--- config.mk ---
export PLATFORM = sky130hd
export DESIGN_NAME = vn_front
export DESIGN_NICKNAME = d
export VERILOG_FILES = /design/src/hdl/vn_pkg.sv /design/src/hdl/vn_front.sv
export SDC_FILE = /design/constraint.sdc
export NUM_CORES = 2
export LEC_CHECK = 0
export ABC_CLOCK_PERIOD_IN_PS = 4200
export BUFFER_PORTS_ARGS = -buffer_cell sky130_fd_sc_hd__buf_2
export CAP_MARGIN = 20
export CORE_ASPECT_RATIO = 0.8
export CORE_MARGIN = 4
export CORE_UTILIZATION = 33
export CTS_CLUSTER_SIZE = 12
export DETAILED_ROUTE_END_ITERATION = 8
export GPL_TIMING_DRIVEN = 0
export HOLD_SLACK_MARGIN = 0.12
export PLACE_DENSITY = 0.48
export SLEW_MARGIN = 10
export SYNTH_ARGS = -nofsm -noshare
export SYNTH_HDL_FRONTEND = slang
export SYNTH_SLANG_ARGS = --single-unit
--- constraint.sdc ---
create_clock -name clk_i -period 4.2 [get_ports clk_i]
set_input_delay 0.84 -clock clk_i [delete_from_list [all_inputs] [get_ports clk_i]]
set_output_delay 0.84 -clock clk_i [all_outputs]
set_load 0.05 [all_outputs]
--- src/hdl/vn_pkg.sv ---
// Package with shared types and constants for the vector normalizer.
package vn_pkg;
  localparam int unsigned CompW = 16;
  localparam int unsigned SumW = 34;
  localparam int unsigned RootW = 17;
  localparam int unsigned QuotW = 17;
  localparam int unsigned DivBits = 30;
  localparam int unsigned FracShift = 14;
  localparam int unsigned DefaultQueueDepth = 4;

  typedef struct packed {
    logic [CompW-1:0] ax;
    logic [CompW-1:0] ay;
    logic [CompW-1:0] az;
    logic             sx;
    logic             sy;
    logic             sz;
    logic [SumW-1:0]  sum;
  } vn_front_t;
endpackage

--- src/hdl/vn_front.sv ---
// Front stage: takes absolute values, squares and sums them into a registered beat.
module vn_front (
  input  logic               clk_i,
  input  logic               rst_ni,
  input  logic               valid_i,
  input  logic signed [15:0] x_i,
  input  logic signed [15:0] y_i,
  input  logic signed [15:0] z_i,
  input  logic               stall_i,
  output logic               valid_o,
  output vn_pkg::vn_front_t  data_o
);
  import vn_pkg::*;

  logic [CompW-1:0] ax, ay, az;
  logic [31:0] sqx_q, sqy_q, sqz_q;
  logic [CompW-1:0] ax_q, ay_q, az_q;
  logic sx_q, sy_q, sz_q, v1_q, v2_q;
  vn_front_t data_q;

  assign ax = x_i[15] ? CompW'(-x_i) : x_i;
  assign ay = y_i[15] ? CompW'(-y_i) : y_i;
  assign az = z_i[15] ? CompW'(-z_i) : z_i;

  always_ff @(posedge clk_i or negedge rst_ni) begin
    if (!rst_ni) begin
      v1_q <= 1'b0;
      v2_q <= 1'b0;
    end else if (!stall_i) begin
      v1_q <= valid_i;
      v2_q <= v1_q;
    end
  end

  always_ff @(posedge clk_i) begin
    if (!stall_i) begin
      sqx_q <= ax * ax;
      sqy_q <= ay * ay;
      sqz_q <= az * az;
      ax_q <= ax;
      ay_q <= ay;
      az_q <= az;
      sx_q <= x_i[15];
      sy_q <= y_i[15];
      sz_q <= z_i[15];
      data_q.ax <= ax_q;
      data_q.ay <= ay_q;
      data_q.az <= az_q;
      data_q.sx <= sx_q;
      data_q.sy <= sy_q;
      data_q.sz <= sz_q;
      data_q.sum <= SumW'(sqx_q) + SumW'(sqy_q) + SumW'(sqz_q);
    end
  end

  assign valid_o = v2_q;
  assign data_o = data_q;
endmodule

==> metrics.txt <==
CTS max path bufs 3; dominant synthesized flop cell edfxtp_1; full die area 98300 um^2; largest net degree at the start of global routing 40; Top-Level Pins 138; clock-pin slew on the worst setup and hold paths 60 ps; non-filler cells in the finished layout 4688; WS Path Type in2reg; IO buf count 137; worst hold-check path type reg2reg; Placed Instances 4393; vias in the first global route 23100; drt pass-1 iters 5; Site Rows 99; CP required 4550 ps; Final WS setup -3570 ps; largest fanout on the critical path 5; CP Data Arrival Time 8120 ps; sequential share of the synthesized area 0.222; crit end category flip-flop; Placement Setup Slack -5240 ps; Final Cycle Share 1.85; most used cell, CP fa_1; Slew @ Worst Pin 781 ps; CTS Buf Count 29; first-pass GRT wire length 131 mm; unique cell type count in the Yosys netlist 71; Die W 350 um; worst reg2reg path depth 10; f_max 129 MHz; starting density of the core 0.335; Clock Sinks 228; area leader, netlist fa_1; worst path bufs/invs 9; layout cells sized above 1 0.283; Synth area leaders fa_1 (34%), edfxtp_1 (22%), ha_1 (13%), inv_1 (8.7%), nand2_1 (3.1%); WP depth 32; worst hold stages 0; critical path's slowest cell fa_1; CTS tree done; Post-synth EDFFs 226; CP top delay family adder cells; worst skew pair latency 610 ps; cell count after synthesis 3001; synthesized cell area 30800 um^2; Synth top cells by count inv_1 (715), fa_1 (522), ha_1 (320); Vias 21600; drt via density 4.61; Initial DRC Count 1027; fin nets 4347; Final ANT Viol Nets 0; setup TNS -202480 ps; status finished, violations left; DP HPWL 64.0 mm; RSZ-0062 raised after global routing yes; drc violations 0; core box area 91900 um^2; number of synthesized register bits 228; Hold Vio Cnt, Final 0; Max-slew headroom 0.478; Avg Cell Area, Syn 10.3 um^2; final hold slack 414 ps; most frequent cell after synthesis inv_1; H-tree levels 1; root buffer cell clkbuf_16; Worst Setup Start Kind primary input; fraction of registers with async set/reset 0.00877; Post-Route WL 81.8 mm; # diodes 0; slowest cell delay on critical path 560 ps; final setup skew 11.8 ps; initial antenna violation count 2; MaxCap Viol Count 0; failing checks setup timing; Setup-failing EPs final 78; final-layout fill cell count 8875; Die H 281 um; fin crit period 7770 ps; DR WL/cell 17.4 um; Synth warnings 0; Total GRT Usage 0.171; final RePlAce weighted congestion 0.830; Synth top area share 0.339; Slew Limit Fails 0; Area growth syn-to-layout 30.7%; slack of the worst reg-to-reg path 270 ps; total grt overflow 0
## timing repair
item | 4_1_cts | 5_1_grt
pin swaps | 198 | 200
hold endpoints to repair | 2 | 0
hold buffers | 1 | 0
cloned | 1 | 0
setup endpoints to repair | 79 | 81
setup buffers | 151 | 106
resized for setup | 331 | 255
## flip-flops by register name (all words and copies together) (netlist names), 15 cells and up
name,flops
ax_q,15
sqy_q,31
az_q,15
sqz_q,31
ay_q,15
data_o,85
sqx_q,31
## path summary, 6_finish.rpt
path / from / end
hold reg to reg: az_q[4]$_DFFE_PN_ / data_o[41]$_DFFE_PN_
hold / removal: az_q[4]$_DFFE_PN_ / data_o[41]$_DFFE_PN_
min in group asynchronous: rst_ni / valid_o$_DFFE_PN0N_
max in group asynchronous: rst_ni / v1_q$_DFFE_PN0N_
setup / recovery: y_i[0] / sqy_q[24]$_DFFE_PN_
setup reg to reg: sqz_q[8]$_DFFE_PN_ / data_o[33]$_DFFE_PN_
## logic make-up after synthesis
kind of cell / share of synthesized area
adders and majority gates: 0.469
and+or+nand+nor: 0.0866
DFF: 0.222
other: 0.000244
xor gates and xnor gates: 0.0481
muxes: 0.00106
AOI/OAI and AO/OA: 0.0763
buffers and inverters: 0.0965
## layout by cell type (no fill, tap or decap), types with 17 or more instances in the layout
cell	netlist	layout
a21o_1	86	86
a21oi_1	107	69
a21oi_2	0	24
buf_12	0	21
buf_2	1	128
buf_4	1	175
buf_6	0	66
clkbuf_1	48	17
clkbuf_16	0	36
conb_1	2	36
edfxtp_1	226	226
fa_1	522	490
fa_2	0	32
ha_1	320	258
ha_4	0	55
inv_1	715	644
inv_2	3	65
nand2_1	258	195
nand2_2	0	35
nand2_4	0	26
nand3_1	24	19
nor2_1	204	173
nor2_2	0	20
o21ai_0	65	34
xnor2_1	98	61
xnor2_2	1	28
xor2_1	66	32
xor2_4	0	21
## area by class of cell
type,instances,area [um^2],share of cell area
plain buffers,46,513,0.0127
clock buffers,33,741,0.0184
repair buffers,392,3170,0.0788
well taps,1212,1520,0.0377
flip-flops and latches,228,6840,0.170
multi-input cells,2018,24300,0.604
inverters,738,2920,0.0724
clock inverters,21,238,0.00590
## layer usage
layer,GRT usage,vias to the layer above,wire (um)
met3,0.0270,57,3770
met5,0,-,0
met1,0.261,10900,41000
met4,0.0275,0,1380
met2,0.261,340,35700
li1,-,10300,-
## per-stage QoR
stage / util / cell area [um^2]
after global placement: 0.376 / 34600
after CTS: 0.419 / 38500
after global routing: 0.438 / 40300
final: 0.438 / 40300
after floorplan: - / 32400
after detailed placement: 0.378 / 34700
Power is left out: the tool's default activity adds up to more than one toggle a clock period on the data nets, which glitch-free logic cannot reach.
