[config.mk]
export PLATFORM = sky130hd
export DESIGN_NAME = vn_queue
export DESIGN_NICKNAME = d
export VERILOG_FILES = /design/src/hdl/vn_pkg.sv /design/src/hdl/vn_queue.sv
export SDC_FILE = /design/constraint.sdc
export NUM_CORES = 1
export LEC_CHECK = 0
export CORE_UTILIZATION = 60
export CTS_CLUSTER_SIZE = 20
export DETAILED_ROUTE_END_ITERATION = 7
export DONT_BUFFER_PORTS = 1
export PLACE_DENSITY = 0.79
export SYNTH_ARGS = -nofsm -noshare
export SYNTH_HDL_FRONTEND = slang
export SYNTH_SLANG_ARGS = --single-unit
[constraint.sdc]
create_clock -name clk_i -period 8.35 [get_ports clk_i]
set_input_delay 0.835 -clock clk_i [delete_from_list [all_inputs] [get_ports clk_i]]
set_output_delay 0.835 -clock clk_i [all_outputs]
set_load 0.03 [all_outputs]
[src/hdl/vn_pkg.sv]
// Package with shared types and constants for the vector normalizer.
package vn_pkg;
  localparam int unsigned CompW = 16;
  localparam int unsigned SumW = 34;
  localparam int unsigned RootW = 17;
  localparam int unsigned QuotW = 17;
  localparam int unsigned DivBits = 30;
  localparam int unsigned FracShift = 14;
  localparam int unsigned DefaultQueueDepth = 4;

  typedef struct packed {
    logic [CompW-1:0] ax;
    logic [CompW-1:0] ay;
    logic [CompW-1:0] az;
    logic             sx;
    logic             sy;
    logic             sz;
    logic [SumW-1:0]  sum;
  } vn_front_t;
endpackage

[src/hdl/vn_queue.sv]
// Small queue that decouples the front stage from the back pipeline.
module vn_queue #(
  parameter int unsigned Depth = vn_pkg::DefaultQueueDepth
) (
  input  logic              clk_i,
  input  logic              rst_ni,
  input  logic              push_i,
  input  vn_pkg::vn_front_t data_i,
  output logic              full_o,
  output logic              empty_o,
  input  logic              pop_i,
  output vn_pkg::vn_front_t data_o,
  output logic [$clog2(Depth+1)-1:0] count_o
);
  import vn_pkg::*;
  localparam int unsigned AW = (Depth > 1) ? $clog2(Depth) : 1;
  localparam int unsigned CW = $clog2(Depth + 1);

  vn_front_t mem_q [Depth];
  logic [AW-1:0] wr_q, rd_q;
  logic [CW-1:0] cnt_q;
  logic do_push, do_pop;

  assign do_push = push_i && !full_o;
  assign do_pop = pop_i && !empty_o;
  assign full_o = cnt_q == CW'(Depth);
  assign empty_o = cnt_q == '0;
  assign data_o = mem_q[rd_q];
  assign count_o = cnt_q;

  always_ff @(posedge clk_i or negedge rst_ni) begin
    if (!rst_ni) begin
      wr_q <= '0;
      rd_q <= '0;
      cnt_q <= '0;
    end else begin
      if (do_push) wr_q <= (wr_q == AW'(Depth - 1)) ? '0 : wr_q + 1'b1;
      if (do_pop) rd_q <= (rd_q == AW'(Depth - 1)) ? '0 : rd_q + 1'b1;
      cnt_q <= cnt_q + CW'(do_push) - CW'(do_pop);
    end
  end

  always_ff @(posedge clk_i) begin
    if (do_push) mem_q[wr_q] <= data_i;
  end
endmodule

==> impl_metrics.csv <==
group,metric,value,unit
run_status,status,"complete, no violations",
clocking,cts_setup_buffers,0,
sta,hold_viol_final,0,
global_routing,grt_start_max_net_pins,85,
synth,ys_seq_area_share,81.61,%
sta,skew,0.02007,ns
synth,synth_area_leader_cell,"edfxtp_1",
sta,drv_slew,0,
layout,final_nets,605,
clocking,clkTransAtPathRegs,0.06,ns
pwr,seqPwrFrac,44.5,%
critical_path,critical_path.endpoint_type,"primary output",
clocking,cts_made_buffers,35,
global_routing,grt_pass1_wl,33.57,mm
critical_path,timing.critical_path.buf_inv,1,
placed_design,port_buffers,0,
pwr,swShare,33.73,%
route,wl_per_cell,27.58,µm
critical_path,path_delay_family,"flip-flops",
sta,period_minus_slack,3.929,ns
floorplan,ios,179,
clocking,clockBufferDepth,3,
layout,drive_gt1_share,27.92,%
global_routing,first_global_vias,5577,
route,firstDrtPassIters,4,
critical_path,critPathSlowestCell,"dfrtp_4",
pwr,combPwrFrac,29.1,%
synth,synth_cells,484,
clocking,htree_levels,2,
critical_path,start_kind,"flip-flop",
route,viasPerCell,6.375,
layout,utilization,68.53,%
floorplan,die_w,147.6,µm
floorplan,die_height,147.6,µm
route,totalWireLength,22.06,mm
synth,synth.area.top_cells,"edfxtp_1 80%, mux4_2 15%, dfrtp_1 1.4%",
sta,layout_setup_ws,4.421,ns
floorplan,rows,52,
floorplan,core_area,0.02049,mm²
synth,synth-seq-cells,347,
synth,synth_edf_count,340,
synth,yosysTopAreaCellShare,80.24,%
route,postRouteAntennaNets,0,
pwr,clockPowerShare,26.4,%
placed_design,dp_hpwl,13.17,mm
critical_path,timing.rr.end,"count_o[2]$_DFF_PN0_",
critical_path,crit_path_cell_trace,"buf_4 -> mux4_2",
floorplan,die_area,0.02179,mm²
synth,synthMostInstantiatedCell,"edfxtp_1",
synth,synth_common_cells,"340 x edfxtp_1, 85 x mux4_2, 8 x buf_2",
global_routing,grt.total_usage,21.22,%
synth,yosysWarnings,0,
synth,synthArstFlopShare,2.017,%
run,maxCapViolCount,0,
synth,syn_area_per_cell,26.29,µm²
sta,rsz0062_at_grt,"no",
pwr,p_leak,4.435,nW
critical_path,max_stage_delay,0.91,ns
sta,setup_tns,0,ns
critical_path,rr_worst_depth,9,
placed_design,dpl_cell_area,0.01296,mm²
critical_path,cp.arrival,3.09,ns
critical_path,worstSetupPathType,"reg -> out",
route,drt-initial-drc-count,328,
clocking,numClockSinks,347,
synth,syn_area,0.01272,mm²
pwr,power_density,395.2,mW/mm²
global_routing,grt_antenna_before_repair,0,
critical_path,crit_fanout,49,
route,vias,5100,
synth,ys_types,22,
sta,setup_viol,0,
floorplan,initial_core_util,62.09,%
clocking,clock_tree.root_cell,"clkbuf_16",
sta,fmax,254.5,MHz
layout,syn2layout_area_growth,10.37,%
clocking,tritoncts,"done",
sta,relSlewSlack,24.00,%
clocking,clk_latency,0.51,ns
hold_path,hold_class,"in -> async",
pwr,vdd_drop_max,0.0002412,V
route,route.detailed.drc,0,
sta,hold_ws,0.03184,ns
critical_path,cp.required,7.52,ns
placed_design,pre_cts_slack,4.863,ns
synth,synth_nets,581,
layout,fin_area,0.01404,mm²
pwr,p_switching,0.001872,W
layout,fill_cells,1195,
layout,n_antenna_cell,0,
synth,synthFlopType,"edfxtp_1",
placed_design,place.gp.congestion,0.8254,
global_routing,gr-total-overflow,0,
sta,tightestPinTransition,1.140,ns
sta,finalCritPeriodShare,47.06,%
critical_path,rr_startpoint,"count_o[0]$_DFF_PN0_",
pwr,internal-power,0.003679,W
critical_path,r2r_slack,5.24,ns
[layer usage]
| layer | track usage (%) | vias to the layer above | share of wire (%) |
|---|---|---|---|
| li1 | - | 2116 | - |
| met1 | 27.83 | 2681 | 38 |
| met2 | 34.39 | 257 | 50 |
| met3 | 6.543 | 46 | 9.2 |
| met4 | 7.062 | 0 | 2.5 |
| met5 | 0 | - | 0 |
[power groups by stage]
stage / Clock [W] / Combinational, W / Sequential, W
final: 0.00147 / 0.00162 / 0.00247
after global routing: 0.00156 / 0.00170 / 0.00250
after CTS: 0.00150 / 0.00165 / 0.00247
after detailed placement: 0 / 0.00165 / 0.00250
after global placement: 0 / 0.00160 / 0.00248
after floorplan: 0 / 0.00150 / 0.00242
[final cells by class]
cell class	count	area [µm²]	share of cell area, %
Clock buffer	40	894.6	6.370
Clock inverter	19	182.7	1.301
Sequential cell	347	10390	74.00
Multi-Input combinational cell	110	2156	15.35
Inverter	7	26.28	0.1871
Tap cell	270	337.8	2.405
Timing Repair Buffer	7	55.05	0.3920
[cells in the final DEF, fill, tap and decap left out, drive strengths merged]
| cell type | count |
|---|---|
| clkinvlp | 1 |
| dfrtp | 7 |
| inv | 12 |
| nor3b | 1 |
| mux4 | 85 |
| nor3 | 1 |
| dlygate4sd3 | 1 |
| clkinv | 10 |
| nor2b | 1 |
| mux2 | 3 |
| edfxtp | 340 |
| xnor2 | 2 |
| nand2b | 1 |
| nor2 | 2 |
| fa | 1 |
| clkbuf | 40 |
| o22ai | 1 |
| and2 | 4 |
| buf | 6 |
| bufinv | 3 |
| nand2 | 1 |
| ha | 7 |
[metrics by stage]
step           total power, W  instances
3_5_place_dp         0.004148        740
2_1_floorplan        0.003921        484
3_3_place_gp         0.004083        740
6_report             0.005551        800
5_1_grt              0.005763        800
4_1_cts              0.005618        800
[state kept, by name, indices dropped and copies added, names as in the netlist]
signal,count
wr_q,2
count_o,3
rd_q,2
mem_q,340
[repair_timing]
action | CTS | global route
hold buffers | 1 | 0
resized for setup | 0 | 0
endpoints found under the hold margin | 1 | 0
[logic make-up after synthesis]
| logic type | count (synthesis) | share of synthesized area [%] |
|---|---|---|
| fa+ha+maj | 8 | 0.8456 |
| buf+inv | 27 | 1.524 |
| mux | 88 | 15.31 |
| xor+xnor | 2 | 0.1377 |
| flops | 347 | 81.61 |
| compound gates | 1 | 0.04920 |
| simple gates | 11 | 0.5211 |
[worst max path at each step]
stage / start / endpoint / cells after the start
floorplan: push_i / mem_q[0][0]$_DFFE_PP_ / 2
global placement: rd_q[0]$_DFFE_PN0P_ / data_o[49] / 2
detailed placement: rd_q[0]$_DFFE_PN0P_ / data_o[46] / 2
CTS: rd_q[0]$_DFFE_PN0P_ / data_o[52] / 2
global route: rd_q[0]$_DFFE_PN0P_ / data_o[70] / 2
finish: rd_q[0]$_DFFE_PN0P_ / data_o[52] / 2
No activity file was read; power rests on OpenSTA's default activity.
